$ cat src/i2cm_pkg.sv
`timescale 1ns / 1ps

package i2cm_pkg;

  // Tick counter width
  localparam int TICK_WIDTH = 16;
  // Width of the delay register
  localparam int DELAY_W = 16;
  localparam logic [DELAY_W-1:0] DELAY_RESET = DELAY_W'(100);

  // Command / operation codes
  localparam logic [1:0] OP_IDLE  = 2'd0;
  localparam logic [1:0] OP_START = 2'd1;
  localparam logic [1:0] OP_STOP  = 2'd2;
  localparam logic [1:0] OP_WRITE = 2'd3;

  // Phase bookkeeping
  localparam int PH_W = 5;
  localparam logic [PH_W-1:0] END_START = PH_W'(2);
  localparam logic [PH_W-1:0] END_STOP  = PH_W'(3);
  localparam logic [PH_W-1:0] END_WRITE = PH_W'(18);
  localparam logic [PH_W-1:0] PH_ACK_LOW  = PH_W'(16);
  localparam logic [PH_W-1:0] PH_ACK_HIGH = PH_W'(17);

  // Queue between front and back
  localparam int QDEPTH = 4;
  localparam int QPTR_W = $clog2(QDEPTH);
  localparam int QCNT_W = $clog2(QDEPTH + 1);

  // One classified input word
  typedef struct packed {
    logic       is_cmd;
    logic [1:0] command;
    logic [7:0] data_byte;
    logic       sda_in;
  } word_t;

  // Queue status towards the back end
  typedef struct packed {
    logic not_empty;
    logic full;
  } q_stat_t;

  localparam logic [32:0] TICK_MAX = (33'd1 << TICK_WIDTH) - 33'd1;

  // Delay limit: zero acts as one, saturate to what the counter can hold
  function automatic logic [TICK_WIDTH-1:0] delay_limit(input logic [DELAY_W-1:0] delay);
    logic [32:0] d;
    d = 33'(delay);
    if (d == 33'd0) d = 33'd1;
    if (d > TICK_MAX) d = TICK_MAX;
    return d[TICK_WIDTH-1:0];
  endfunction

endpackage

$ cat src/i2cm_front.sv
`timescale 1ns / 1ps

module i2cm_front (
  input  logic               clk,
  input  logic               rst_n,
  input  logic               in_valid,
  output logic               in_stall,
  input  logic [1:0]         in_command,
  input  logic [7:0]         in_data_byte,
  input  logic               in_sda_in,
  input  logic               q_full,
  output logic               push,
  output i2cm_pkg::word_t    push_word
);
  import i2cm_pkg::*;

  logic  valid_r, valid_nxt;
  word_t word_r;
  logic  accept;

  // Hold a word only while the queue is full
  assign push     = valid_r && !q_full;
  assign in_stall = valid_r && q_full;
  assign accept   = in_valid && !in_stall;
  assign push_word = word_r;

  always_comb begin
    valid_nxt = valid_r;
    if (accept) valid_nxt = 1'b1;
    else if (push) valid_nxt = 1'b0;
  end

  always_ff @(posedge clk) begin
    if (!rst_n) begin
      valid_r <= 1'b0;
    end else begin
      valid_r <= valid_nxt;
    end
  end

  // Capture and classify the incoming word
  always_ff @(posedge clk) begin
    if (accept) begin
      word_r.is_cmd    <= (in_command != OP_IDLE);
      word_r.command   <= in_command;
      word_r.data_byte <= in_data_byte;
      word_r.sda_in    <= in_sda_in;
    end
  end

endmodule

$ cat src/i2cm_queue.sv
`timescale 1ns / 1ps

module i2cm_queue (
  input  logic               clk,
  input  logic               rst_n,
  input  logic               push,
  input  i2cm_pkg::word_t    push_word,
  input  logic               pop,
  output i2cm_pkg::word_t    pop_word,
  output i2cm_pkg::q_stat_t  stat
);
  import i2cm_pkg::*;

  word_t             mem [QDEPTH];
  logic [QPTR_W-1:0] wr_ptr_r, rd_ptr_r;
  logic [QCNT_W-1:0] count_r, count_nxt;

  assign stat.not_empty = (count_r != '0);
  assign stat.full      = (count_r == QCNT_W'(QDEPTH));
  assign pop_word       = mem[rd_ptr_r];

  always_comb begin
    count_nxt = count_r;
    if (push && !pop) count_nxt = count_r + 1'b1;
    else if (!push && pop) count_nxt = count_r - 1'b1;
  end

  // Pointers and fill count
  always_ff @(posedge clk) begin
    if (!rst_n) begin
      wr_ptr_r <= '0;
      rd_ptr_r <= '0;
      count_r  <= '0;
    end else begin
      if (push) wr_ptr_r <= wr_ptr_r + 1'b1;
      if (pop)  rd_ptr_r <= rd_ptr_r + 1'b1;
      count_r <= count_nxt;
    end
  end

  // Storage
  always_ff @(posedge clk) begin
    if (push) mem[wr_ptr_r] <= push_word;
  end

endmodule

$ cat src/i2cm_engine.sv
`timescale 1ns / 1ps

module i2cm_engine (
  input  logic                        clk,
  input  logic                        rst_n,
  input  logic                        cfg_valid,
  input  logic [i2cm_pkg::DELAY_W-1:0] cfg_data,
  input  i2cm_pkg::q_stat_t           stat,
  input  i2cm_pkg::word_t             pop_word,
  output logic                        pop,
  output logic                        out_valid,
  input  logic                        out_stall,
  output logic                        out_scl_out,
  output logic                        out_sda_out,
  output logic                        out_busy_res,
  output logic                        out_done_res,
  output logic                        out_ack_seen
);
  import i2cm_pkg::*;

  logic [DELAY_W-1:0]    delay_r;
  logic [TICK_WIDTH-1:0] tick_r, tick_nxt;
  logic [PH_W-1:0]       ph_r, ph_nxt;
  logic [1:0]            op_r, op_nxt;
  logic [7:0]            sh_r, sh_nxt;
  logic                  scl_r, scl_nxt;
  logic                  sda_r, sda_nxt;
  logic                  ack_r, ack_nxt;
  logic                  done_nxt;
  logic                  out_valid_r, out_valid_nxt;
  logic                  busy_o_r, done_o_r;

  logic                  enter;
  logic [TICK_WIDTH-1:0] tick_inc;

  // Step when a word is queued and the output register is free
  assign pop = stat.not_empty && (!out_valid_r || !out_stall);
  assign tick_inc = tick_r + 1'b1;

  // One bus tick
  always_comb begin
    tick_nxt = tick_r;
    ph_nxt   = ph_r;
    op_nxt   = op_r;
    sh_nxt   = sh_r;
    scl_nxt  = scl_r;
    sda_nxt  = sda_r;
    ack_nxt  = ack_r;
    done_nxt = 1'b0;
    enter    = 1'b0;

    if (op_r == OP_IDLE) begin
      if (pop_word.is_cmd) begin
        op_nxt   = pop_word.command;
        ph_nxt   = '0;
        tick_nxt = '0;
        sh_nxt   = pop_word.data_byte;
        enter    = 1'b1;
      end
    end else begin
      tick_nxt = tick_inc;
      if (tick_inc >= delay_limit(delay_r)) begin
        tick_nxt = '0;
        ph_nxt   = ph_r + 1'b1;
        enter    = 1'b1;
      end
    end

    // Level changes on entry to a phase
    if (enter) begin
      case (op_nxt)
        OP_START: begin
          if (ph_nxt == '0) begin
            sda_nxt = 1'b1;
            scl_nxt = 1'b1;
          end else if (ph_nxt == PH_W'(1)) begin
            sda_nxt = 1'b0;
          end else begin
            scl_nxt = 1'b0;
          end
        end
        OP_STOP: begin
          if (ph_nxt == '0) sda_nxt = 1'b0;
          else if (ph_nxt == PH_W'(1)) scl_nxt = 1'b1;
          else if (ph_nxt == PH_W'(2)) sda_nxt = 1'b1;
        end
        OP_WRITE: begin
          if (ph_nxt < PH_ACK_LOW) begin
            if (!ph_nxt[0]) begin
              if (ph_nxt != '0) scl_nxt = 1'b0;
              sda_nxt = sh_nxt[7];
              sh_nxt  = {sh_nxt[6:0], 1'b0};
            end else begin
              scl_nxt = 1'b1;
            end
          end else if (ph_nxt == PH_ACK_LOW) begin
            scl_nxt = 1'b0;
            sda_nxt = 1'b1;
          end else if (ph_nxt == PH_ACK_HIGH) begin
            scl_nxt = 1'b1;
          end else begin
            ack_nxt = !pop_word.sda_in;
            scl_nxt = 1'b0;
          end
        end
        default: ;
      endcase

      // End of sequence
      if (op_r != OP_IDLE) begin
        if ((op_r == OP_START && ph_nxt >= END_START) ||
            (op_r == OP_STOP  && ph_nxt >= END_STOP)  ||
            (op_r == OP_WRITE && ph_nxt >= END_WRITE)) begin
          op_nxt   = OP_IDLE;
          ph_nxt   = '0;
          done_nxt = 1'b1;
        end
      end
    end
  end

  always_comb begin
    out_valid_nxt = out_valid_r;
    if (pop) out_valid_nxt = 1'b1;
    else if (!out_stall) out_valid_nxt = 1'b0;
  end

  // Engine state, delay register and output word
  always_ff @(posedge clk) begin
    if (!rst_n) begin
      delay_r     <= DELAY_RESET;
      tick_r      <= '0;
      ph_r        <= '0;
      op_r        <= OP_IDLE;
      sh_r        <= '0;
      scl_r       <= 1'b1;
      sda_r       <= 1'b1;
      ack_r       <= 1'b0;
      out_valid_r <= 1'b0;
      busy_o_r    <= 1'b0;
      done_o_r    <= 1'b0;
    end else begin
      if (cfg_valid) delay_r <= cfg_data;
      out_valid_r <= out_valid_nxt;
      if (pop) begin
        tick_r   <= tick_nxt;
        ph_r     <= ph_nxt;
        op_r     <= op_nxt;
        sh_r     <= sh_nxt;
        scl_r    <= scl_nxt;
        sda_r    <= sda_nxt;
        ack_r    <= ack_nxt;
        busy_o_r <= (op_nxt != OP_IDLE);
        done_o_r <= done_nxt;
      end
    end
  end

  assign out_valid    = out_valid_r;
  assign out_scl_out  = scl_r;
  assign out_sda_out  = sda_r;
  assign out_busy_res = busy_o_r;
  assign out_done_res = done_o_r;
  assign out_ack_seen = ack_r;

endmodule

$ cat src/i2c_master_bit_engine.sv
`timescale 1ns / 1ps
// I2C master bit engine.
// Input channel (in_valid / in_stall): one word per bus tick, carrying a
// command (none, start, stop, write byte), the byte to write and the sampled
// SDA level. A command that arrives while a sequence runs is ignored.
// Result channel (out_valid / out_stall): exactly one word per input word,
// in order: SCL and SDA drive levels, busy, a one-word done pulse and the
// ACK result of the last write.
// Configuration channel (cfg_valid / cfg_ready): writes delay_ticks, the
// ticks per half-bit delay; cfg_ready is always high. Write only when idle.
// An accepted input word passes the front capture register, a queue entry
// and the engine output register before its result word is valid.
// Throughput is one word per cycle while the receiver does not stall.
// When the receiver stalls, the output register
// keeps its word, the queue takes four more and the front register one more;
// then in_stall rises.
// Reset (rst_n low, synchronous) empties the queue, returns the engine to
// idle with SCL and SDA released, clears ACK and loads delay_ticks with 100.
module i2c_master_bit_engine (
  input  logic        clk,
  input  logic        rst_n,
  input  logic        in_valid,
  output logic        in_stall,
  input  logic [1:0]  in_command,
  input  logic [7:0]  in_data_byte,
  input  logic        in_sda_in,
  output logic        out_valid,
  input  logic        out_stall,
  output logic        out_scl_out,
  output logic        out_sda_out,
  output logic        out_busy_res,
  output logic        out_done_res,
  output logic        out_ack_seen,
  input  logic        cfg_valid,
  output logic        cfg_ready,
  input  logic [15:0] cfg_data
);
  import i2cm_pkg::*;

  word_t   push_word, pop_word;
  q_stat_t stat;
  logic    push, pop;

  assign cfg_ready = 1'b1;

  i2cm_front u_front (
    .clk          (clk),
    .rst_n        (rst_n),
    .in_valid     (in_valid),
    .in_stall     (in_stall),
    .in_command   (in_command),
    .in_data_byte (in_data_byte),
    .in_sda_in    (in_sda_in),
    .q_full       (stat.full),
    .push         (push),
    .push_word    (push_word)
  );

  i2cm_queue u_queue (
    .clk       (clk),
    .rst_n     (rst_n),
    .push      (push),
    .push_word (push_word),
    .pop       (pop),
    .pop_word  (pop_word),
    .stat      (stat)
  );

  i2cm_engine u_engine (
    .clk          (clk),
    .rst_n        (rst_n),
    .cfg_valid    (cfg_valid && cfg_ready),
    .cfg_data     (cfg_data),
    .stat         (stat),
    .pop_word     (pop_word),
    .pop          (pop),
    .out_valid    (out_valid),
    .out_stall    (out_stall),
    .out_scl_out  (out_scl_out),
    .out_sda_out  (out_sda_out),
    .out_busy_res (out_busy_res),
    .out_done_res (out_done_res),
    .out_ack_seen (out_ack_seen)
  );

endmodule
$ cat config.mk
export PLATFORM = sky130hd
export DESIGN_NAME = i2c_master_bit_engine
export DESIGN_NICKNAME = d
export VERILOG_FILES = /design/src/i2cm_pkg.sv /design/src/i2cm_front.sv /design/src/i2cm_queue.sv /design/src/i2cm_engine.sv /design/src/i2c_master_bit_engine.sv
export SDC_FILE = /design/constraint.sdc
export NUM_CORES = 1
export LEC_CHECK = 0
export ABC_AREA = 1
export BUFFER_PORTS_ARGS = -buffer_cell sky130_fd_sc_hd__buf_4
export CORE_UTILIZATION = 45
export DETAILED_ROUTE_END_ITERATION = 10
export PLACE_DENSITY = 0.71
export SYNTH_ARGS = -nofsm -noshare
export SYNTH_HDL_FRONTEND = slang
export SYNTH_SLANG_ARGS = --single-unit
$ cat constraint.sdc
create_clock -name clk -period 3.49 [get_ports clk]
set_input_delay 0.5235 -clock clk [delete_from_list [all_inputs] [get_ports clk]]
set_output_delay 0.5235 -clock clk [all_outputs]
set_load 0.02 [all_outputs]
### After elaboration in Yosys (flattened, before gate mapping)

Memories as Yosys holds them, arrays and structs flattened. A register that Yosys moved wholly into a read port is not among the register bits.
Cells that the tools add are included.

| storage, ports and cells | value |
|---|---|
| flip-flop bits (word level) | 73 |
| bits in writable memories | 48 |
| bits of input ports | 32 |
| output and inout port bits | 8 |
| memories | 1 |

Memories:

| memory | words | bits a word | read ports | clocked after memory_dff | wr ports | RTL line | RTL |
|---|---|---|---|---|---|---|---|
| u_queue.mem | 4 | 12 | 1 | 1 | 1 | i2cm_queue.sv:14 | `word_t mem [QDEPTH];` |

| cells by class | value |
|---|---|
| add/sub/neg operators | 6 |
| magnitude comparators | 6 |
| eq/ne operators | 22 |
| muxes and demuxes | 59 |
| bitwise gates (word level) | 3 |
| reduce and logical (&&, ||, !) cells | 34 |

Operators with widths:

| operator | count |
|---|---|
| 16-bit two-way mux | 6 |
| 8-bit two-way mux | 6 |
| 33-bit by 16-bit greater-than comparator with 1-bit output, second input constant | 1 |
| 33-bit two-way mux | 1 |
| 5-bit two-way mux | 6 |
| 1-bit two-way mux | 29 |
| 16-bit by 1-bit adder with 16-bit output, second input constant | 1 |
| 16-bit greater-or-equal comparator | 1 |
| 16-bit logical NOT | 1 |
| 2-bit two-way mux | 7 |
| 5-bit equality test, second input constant | 2 |
| 5-bit by 2-bit greater-or-equal comparator with 1-bit output, second input constant | 2 |
| 2-bit nonzero test | 5 |
| 1-bit logical AND | 9 |
| 3-bit by 1-bit != test with 1-bit output, second input constant | 3 |
| 2-bit equality test, second input constant | 4 |
| 8-bit AND reduction | 1 |
| 1-bit logical NOT | 7 |
| 7-bit AND reduction | 1 |
| 3-bit two-way mux | 2 |
| 3-bit by 2-bit != test with 1-bit output, second input constant | 2 |
| 1-bit one-hot mux with 3 select lines | 2 |
| 6-bit AND reduction | 1 |
| 3-bit nonzero test | 2 |
| other kinds (20) | 28 |

### Longest topological paths before layout

Gate-level depths: netlist of the first run.

| depth | value |
|---|---|
| word-level depth | 17 |
| depth in mapped cells | 28 |
| mapped depth without buffers | 28 |

### Hierarchy

From an unflattened synthesis of the first run, not the netlist that was laid out.

| unflattened totals | value |
|---|---|
| cells, all modules | 650 |
| area total of the unflattened synthesis | 5919.4 sq um |

By module, submodules not included:

| module | times used | cells each | area an instance (sq um) | sequential area each (sq um) |
|---|---|---|---|---|
| i2cm_engine | 1 | 451 | 3256.9 | 1061.0 |
| i2cm_queue | 1 | 175 | 2227.1 | 1621.6 |
| i2cm_front | 1 | 22 | 424.2 | 380.4 |
| i2c_master_bit_engine | 1 | 2 | 11.3 | 0.0 |

### Least setup slack after synthesis of the first run

OpenSTA, ideal clock, no wires.

| timing path | value |
|---|---|
| path kind | register -> register |
| start point | register u_engine.tick_r[0] |
| end point | register u_engine.busy_o_r, in the netlist u_engine.out_busy_res |
| library setup time | 0.109 ns |
| arrival | 3.128 ns |
| data required time | 3.381 ns |
| slack | 0.253 ns |
| stages on the path, launching flop included | 23 |
| buffers on the path | 0 |
| cells stage by stage | dfxtp_1 ha_1 nand2_1 nor4_1 inv_1 nor3_1 nand2_1 xnor2_1 ha_1 nand2_1 o21ai_1 nor2_2 nand3_2 nand2_4 inv_2 o21ai_2 inv_1 nand2_2 nand3_4 nand2_2 nand3_2 nand2_1 inv_1 |

| on the way | value |
|---|---|
| word-level cells in the longest chain between the ends | 12 |
| elaborated cells on any way between the ends | 18 |
| classes of those cells | 1 x add/sub; 4 x order compare; 7 x mux; 6 x reduce/logical |

RTL lines:

| item | RTL line | RTL |
|---|---|---|
| from (decl) | i2cm_engine.sv:22 | `logic [TICK_WIDTH-1:0] tick_r, tick_nxt;` |
| from (signal assigned) | i2cm_engine.sv:146 | `tick_r <= tick_nxt;` |
| 16-bit by 1-bit adder with 16-bit output (*) | i2cm_engine.sv:38 | `assign tick_inc = tick_r + 1'b1;` |
| 16-bit greater-or-equal comparator (*) | i2cm_engine.sv:62 | `if (tick_inc >= delay_limit(delay_r)) begin` |
| 5-bit two-way mux | i2cm_engine.sv:62 |  |
| 5-bit two-way mux | i2cm_engine.sv:52 | `if (op_r == OP_IDLE) begin` |
| 5-bit by 2-bit greater-or-equal comparator with 1-bit output (on tied branches) | i2cm_engine.sv:111, i2cm_engine.sv:112 |  |
| 1-bit logical AND (on tied branches) | i2cm_engine.sv:111, i2cm_engine.sv:112 |  |
| 1-bit logical OR | i2cm_engine.sv:111 | `if ((op_r == OP_START && ph_nxt >= END_START) \|\|` |
| 1-bit logical OR | i2cm_engine.sv:112 | `(op_r == OP_STOP && ph_nxt >= END_STOP) \|\|` |
| 2-bit two-way mux | i2cm_engine.sv:111 |  |
| 2-bit two-way mux | i2cm_engine.sv:110 | `if (op_r != OP_IDLE) begin` |
| 2-bit two-way mux (*) | i2cm_engine.sv:70 | `if (enter) begin` |
| 2-bit nonzero test (*) | i2cm_engine.sv:153 | `busy_o_r <= (op_nxt != OP_IDLE);` |
| to (signal assigned) | i2cm_engine.sv:153 |  |
| to (decl) | i2cm_engine.sv:31 | `logic busy_o_r, done_o_r;` |

Mark *: on every way between the ends. The rest lies on a longest branch, timed or not.
A chain may end at the register's enable or synchronous reset.

### Final worst setup path of the first run

| timing path | value |
|---|---|
| start point | register u_engine.tick_r[7] |
| end point | register u_engine.ph_r[1] |

| on the way | value |
|---|---|
| word-level cells in the longest chain between the ends | 11 |
| elaborated cells on any way between the ends | 17 |
| classes of those cells | 1 x add/sub; 4 x order compare; 7 x mux; 5 x reduce/logical |

RTL lines:

| item | RTL line | RTL |
|---|---|---|
| 16-bit by 1-bit adder with 16-bit output (*) | i2cm_engine.sv:38 |  |
| 16-bit greater-or-equal comparator (*) | i2cm_engine.sv:62 |  |
| 5-bit two-way mux | i2cm_engine.sv:62 |  |
| 5-bit two-way mux | i2cm_engine.sv:52 |  |
| 5-bit by 2-bit greater-or-equal comparator with 1-bit output (on tied branches) | i2cm_engine.sv:111, i2cm_engine.sv:112 |  |
| 1-bit logical AND (on tied branches) | i2cm_engine.sv:111, i2cm_engine.sv:112 |  |
| 1-bit logical OR | i2cm_engine.sv:111 |  |
| 1-bit logical OR | i2cm_engine.sv:112 |  |
| 5-bit two-way mux | i2cm_engine.sv:111 |  |
| 5-bit two-way mux | i2cm_engine.sv:110 |  |
| 5-bit two-way mux (*) | i2cm_engine.sv:70 |  |
| to (signal assigned) | i2cm_engine.sv:147 | `ph_r <= ph_nxt;` |
| to (decl) | i2cm_engine.sv:23 | `logic [PH_W-1:0] ph_r, ph_nxt;` |

Marked as above.

==> metrics, run 1 <==
Clock transition at path regs=0.06 ns; Die Ht=116 microns; Seq pwr share=0.336; Mean Syn Cell Area=approximately 9 sq um; # nets final=777; routability cong.=0.882; reg2reg start=u_engine.tick_r[7]$_SDFFE_PN0P_; final setup violation count=0; critical path class=reg -> reg; leak pwr=about 3.0 nW; CTS tree=yes; Internal Pwr Total=around 3.5 mW; Tcrit/Tclk final=0.933; most frequent cells in the layout=nand2_1, inv_1, a21oi_1, edfxtp_1; global-route wire length before repair=just over 20 mm; Hold EP=u_front.push_word[6]$_DFFE_PP_; Net Sw Frac=0.367; flop2flop setup slack=0.23 ns; Core Area=12700 sq um; Diodes inserted=0; initial antenna violation count=0; HPWL Detailed=8.57 mm; Sink Count=approximately 120; Layout area overhead=23.0%; Initial DRC Count=262; Slew Limit Fails=0; IO Port Bufs=38; drt via density=between 5 and 6; post-route insts no fill=906; hold path cells=1; die width=116 microns; Final Hold Vio Count=0; area of the multi-input gates=roughly 2600 sq um; cell count after placement=871; routed wire length per instance=about 14 microns; number of synthesized flops with an enable pin=60; worst relative slew slack=0.443; Initial Util=0.465; Mapped Cells=~670; Slew @ Worst Pin=around 0.83 ns; Adder-Cell Fraction of Synth Area=0.0523; routed wire length=around 13 mm; Overflow after GRT=0; Vias=roughly 4700; warnings from Yosys=0; H-tree Lvls=4; Num CTS Buffers=17; Pwr Density=about 750 nW/um^2; VDD IR max=between 0.5 and 0.6 mV; layout cell share with drive strength beyond 1=0.217; post-layout min period=3.26 ns; Yosys reg bits=123; most common cell after layout, fill and taps aside=nand2_1; mux cell area share after synthesis=0.00340; Tightest Hold Check Type=in -> reg; Die ar.=13600 sq um; largest net degree at the start of global routing=36; combinational share of power=0.330; Critical Path Source Type=register; Critical Path AT=~3.6 ns; top_reg_cell synth=dfxtp_1; Clk pwr share=0.334; Clk Latency, worst-skew pair=0.43 ns; reg2reg end=u_engine.ph_r[1]$_SDFFE_PN0P_; Clock Skews=~0.011 ns; Post-Synth XOR/XNOR Area=0.0268; Synth Area in Simple Gates=0.198; Compound-Gate Fraction of Synth Area=0.131; status=finished clean; Row Count=just over 40; final worst slack=0.233 ns; CP endpoint kind=register; Post-DRT Antenna Nets=0; synth unique cells=42; Post-Syn Nets=722; GRT Util Overall=0.204; sequential share of the synthesized area=0.520; mapped cell area=around 5900 sq um; TritonRoute pass-1 iters=5; Residual DRC=0; Sw Pwr=about 2.0 mW; Maximum Capacitance Violations=0; vias in the first global route=roughly 4500; fill count=about 1100; largest family of logic cells by synthesized area=simple AND/OR/NAND/NOR gates; hold path startpoint=in_data_byte[5]; worst slack, placed=-0.0794 ns; Bufs on Longest Clock Path=2; Max Freq=between 0.3 and 0.4 GHz; worst-case reg-to-reg path depth=24; register area=3070 sq um; Ports=40; FFs w/ async S/R, synth=0; CTS root buf=clkbuf_16; Core Util, Final=0.572; Critical Path RT=3.84 ns; crit-path max FO=6
layer usage:
metal | share of wire | global-route usage | vias up
met3 | 0.044 | 0.0560 | 21
met1 | 0.44 | 0.237 | 2213
met5 | 0 | 0 | -
li1 | - | - | 2340
met4 | 0.018 | 0.100 | 0
met2 | 0.50 | 0.347 | 114
worst max-delay path, stage by stage (launching register included):
cell and delay [ns]:
dfxtp_2 0.34, inv_1 0.08, nor3_1 0.19, nand2_1 0.12, nor3_2 0.14, buf_4 0.15, nand3_1 0.07, xor2_1 0.14
inv_1 0.08, ha_1 0.32, a21oi_2 0.13, o21ai_1 0.09, nor2_2 0.17, nand2_2 0.11, nand2_4 0.09, inv_4 0.05
nand2_2 0.08, nand2_4 0.07, nor2_4 0.19, nand2_1 0.08, nand2_1 0.07, nand2_2 0.09, nand3_4 0.11, nand3_1 0.10
a21oi_1 0.13
power groups by stage:
stage                     sequential [mW]  combinational [mW]  clock [mW]
after global routing                 1.86                2.02        1.91
after CTS                            1.83                1.77        1.85
after detailed placement             1.86                1.76           0
after global placement               1.85                1.71           0
final                                1.84                1.80        1.82
after floorplan                      1.81                1.35           0
final cells by class:
class / instances / area share
Tap cell: 172 / 0.0297
Multi-Input combinational cell: 441 / 0.359
Clock inverter: 14 / 0.0249
Inverter: 81 / 0.0427
Clock buffer: 18 / 0.0606
Sequential cell: 123 / 0.424
Timing Repair Buffer: 57 / 0.0591
sequential cells by signal (all words and copies together), names as in the netlist, 3 cells and up, named ones only:
register and flops:
u_queue.mem 48, u_engine.delay_r 16, u_engine.tick_r 16, u_front.push_word 12
u_engine.sh_r 8, u_engine.ph_r 5, u_queue.count_r 3
cells in the mapped netlist (all sizes together), types with 2 or more instances:
master	n	area share
o22ai	4	0.0042
xor2	13	0.019
o21bai	2	0.0025
nor3	5	0.0042
nand4	7	0.0074
and3	2	0.0021
xnor2	5	0.0074
nor4	5	0.0053
nor2	55	0.041
buf	8	0.0074
nand2	143	0.10
dfxtp	63	0.21
clkinv	2	0.0013
o221ai	5	0.0074
ha	23	0.049
a21oi	68	0.058
clkbuf	13	0.0083
edfxtp	60	0.31
o21ai	60	0.052
inv	79	0.051
nand3	34	0.037
mux2i	2	0.0034
stage by stage:
stage / power (mW) / cell area (sq um) / hold WS [ns] / setup TNS [ns]
after floorplan: 3.16 / 5890 / 0.442 / 0
after global placement: 3.57 / 6420 / 0.447 / 0
after detailed placement: 3.62 / 6420 / 0.453 / -0.444
after CTS: 5.46 / 7060 / 0.257 / 0
after global routing: 5.79 / 7240 / 0.257 / -0.0325
final: 5.46 / 7240 / 0.275 / 0
timing repair:
item | CTS | global route
gates resized for setup | 4 | 40
setup buffers | 0 | 3
endpoints found under the setup margin | 18 | 31
hold buffers | 0 | 0
pin swaps | 0 | 12
endpoints found under the hold margin | 0 | 0
worst max path at each step:
| stage | from | to | cells past startpoint |
|---|---|---|---|
| 6_report | u_engine.tick_r[7]$_SDFFE_PN0P_ | u_engine.ph_r[1]$_SDFFE_PN0P_ | 24 |
| 5_1_grt | u_engine.tick_r[0]$_SDFFE_PN0P_ | u_engine.out_busy_res$_SDFFE_PN0P_ | 25 |
| 4_1_cts | u_engine.tick_r[0]$_SDFFE_PN0P_ | u_engine.out_scl_out$_SDFFE_PN1P_ | 22 |
| 3_5_place_dp | u_engine.tick_r[0]$_SDFFE_PN0P_ | u_engine.out_scl_out$_SDFFE_PN1P_ | 22 |
| 3_3_place_gp | u_engine.tick_r[0]$_SDFFE_PN0P_ | u_engine.out_ack_seen$_SDFFE_PN0P_ | 22 |
| 2_1_floorplan | u_engine.tick_r[0]$_SDFFE_PN0P_ | u_engine.out_busy_res$_SDFFE_PN0P_ | 22 |
kinds of logic (layout without fill, tap and decap cells):
logic type / after synthesis / count (layout)
mux: 2 / 2
compound gates: 144 / 144
simple gates: 252 / 252
xor+xnor: 18 / 18
fa+ha+maj: 24 / 24
other cells: 1 / 1
flops: 123 / 123
buf+inv: 102 / 170
No activity file was read; power rests on OpenSTA's default activity.
==> inputs of run 2 (changes only) <==
- PLACE_DENSITY: 0.71 -> 0.68
- clock period: 3.49 -> 3.6 ns (I/O delays scaled with it)
==> run 2 against run 1 <==
Net effect:
- sequential cell count stayed put
- hold slack better by 0.022 ns
- cell area fell by 2.0%
- global-route usage up 0.069 points
- power shrank 5.6%
- clock skew down 0.0021 ns
- clock power shrank 9%
- critical path type unchanged
==> metrics, run 2 (synthesized netlist as in run 1, its figures left out) <==
worst relative slew slack=0.589; drt via density=a little over 5; final setup violation count=0; # nets final=slightly below 800; Pwr Density=just over 700 nW/um^2; Layout area overhead=20.5%; Slew @ Worst Pin=0.615 ns; critical path class=reg -> reg; crit-path max FO=6; Clock transition at path regs=approximately 0.06 ns; met3 WL=449 microns; Maximum Capacitance Violations=0; Residual DRC=0; Core Area=12700 sq um; Clk Latency, worst-skew pair=between 0.4 and 0.5 ns; VDD IR max=0.502 mV; max reg flops=48; Max Used Layer=met4; Critical Path RT=3.89 ns; global-route wire length before repair=20.7 mm; Top reg by flops=u_queue.mem; routed wire length=around 13 mm; routed wire length per instance=14.3 microns; worst-case reg-to-reg path depth=22; hold_ws=just under 0.3 ns; Die Ht=116 microns; TritonRoute pass-1 iters=5; GRT Util Overall=0.205; Hold-fix buffers, CTS=0; cell count after placement=867; largest net degree at the start of global routing=29; Critical Path AT=3.63 ns; largest registers=u_queue.mem (48), u_engine.delay_r (16), u_engine.tick_r (16); most frequent cells in the layout=nand2_1, inv_1, a21oi_1, dfxtp_1, edfxtp_1; HPWL Detailed=roughly 8.9 mm; met2 wire length=6.58 mm; leak pwr=roughly 2.9 nW; Clock Skews=~0.0094 ns; routability cong.=about 0.92; Critical Path Source Type=register; layout cell share with drive strength beyond 1=0.192; post-layout min period=roughly 3.3 ns; most common cell after layout, fill and taps aside=nand2_1; Num CTS Buffers=17; Die ar.=13600 sq um; Initial DRC Count=around 220; Overflow after GRT=0; Diodes inserted=0; IO Port Bufs=38; H-tree Lvls=4; Row Count=41; Vias=about 4600; Sink Count=~120; Final Hold Vio Count=0; hold path cells=1; CTS tree=yes; Initial Util=0.465; initial antenna violation count=0; WL met1=5.69 mm; Tcrit/Tclk final=0.927; post-route insts no fill=903; die width=between 100 and 150 microns; CP endpoint kind=register; Bufs on Longest Clock Path=2; CTS root buf=clkbuf_16; Fin Setup TNS=0 ns; Max Freq=0.300 GHz; status=finished clean; Slew Limit Fails=0; vias in the first global route=4363; Post-DRT Antenna Nets=0; Tightest Hold Check Type=in -> reg; Ports=40
-- run 2: cell types whose count changed in the layout (fill, tap and decap cells not counted), sizes merged --
| cell | before | now |
|---|---|---|
| clkinv | 6 | 7 |
| clkbuf | 18 | 22 |
| inv | 85 | 80 |
| clkinvlp | 1 | 2 |
| buf | 57 | 54 |
| bufinv | 3 | 2 |
-- run 2: through the flow --
| step | setup slack (ns) | total power [mW] | utilization | instance area (sq um) |
|---|---|---|---|---|
| floorplan | 0.363 | 3.07 | - | 5890 |
| global placement | 0.160 | 3.45 | 0.504 | 6390 |
| detailed placement | -0.0941 | 3.50 | 0.504 | 6390 |
| CTS | 0.0605 | 5.15 | 0.550 | 6970 |
| global route | -0.0139 | 5.48 | 0.560 | 7100 |
| finish | 0.262 | 5.16 | 0.560 | 7100 |
-- run 2: per-layer routing --
| layer | GRT usage | up-vias |
|---|---|---|
| li1 | - | 2350 |
| met3 | 0.0503 | 11 |
| met1 | 0.245 | 2174 |
| met2 | 0.354 | 82 |
| met4 | 0.0795 | 0 |
| met5 | 0 | - |
-- run 2: repair_timing --
item,4_1_cts,5_1_grt
pin swaps,0,7
buffers inserted,0,4
gates resized for setup,2,25
endpoints found under the setup margin,12,20
-- run 2: worst paths after layout --
kind	from	to	slack (ns)
max	u_engine.tick_r[0]$_SDFFE_PN0P_	u_engine.out_scl_out$_SDFFE_PN1P_	0.26
min	in_data_byte[0]	u_front.push_word[1]$_DFFE_PP_	0.30
max reg2reg	u_engine.tick_r[0]$_SDFFE_PN0P_	u_engine.out_scl_out$_SDFFE_PN1P_	0.26
min reg2reg	u_engine.out_sda_out$_SDFFE_PN1P_	u_engine.out_sda_out$_SDFFE_PN1P_	0.46
-- run 2: power breakdown --
part	leakage (nW)	total (mW)	internal [mW]	switching, mW
logic	1.61	1.76	0.572	1.19
clock network	0.275	1.65	1.04	0.611
registers	1.07	1.75	1.64	0.110
-- run 2: critical path, stage by stage (launching register included) --
cell      delay (ns)
dfxtp_4         0.37
ha_2            0.19
nand2_1         0.11
nor4_4          0.19
inv_2           0.08
nor3_4          0.21
nand2_1         0.09
xnor2_1         0.20
ha_1            0.27
nand4_1         0.10
a21oi_1         0.06
nor2_2          0.23
nand2_2         0.10
nand2_2         0.08
inv_2           0.06
nand2_1         0.10
nand2_4         0.08
nor2_2          0.18
nand3_1         0.12
o21bai_1        0.19
nor2_1          0.07
nand2_1         0.06
nand3_1         0.06
-- run 2: area by class of cell --
type	count	area, sq um
multi-input cells	441	2530
repair buffers	54	405
inverters	81	307
clock buffers	22	454
well taps	172	215
flip-flops and latches	123	3070
fillers	1096	5570
clock inverters	10	120
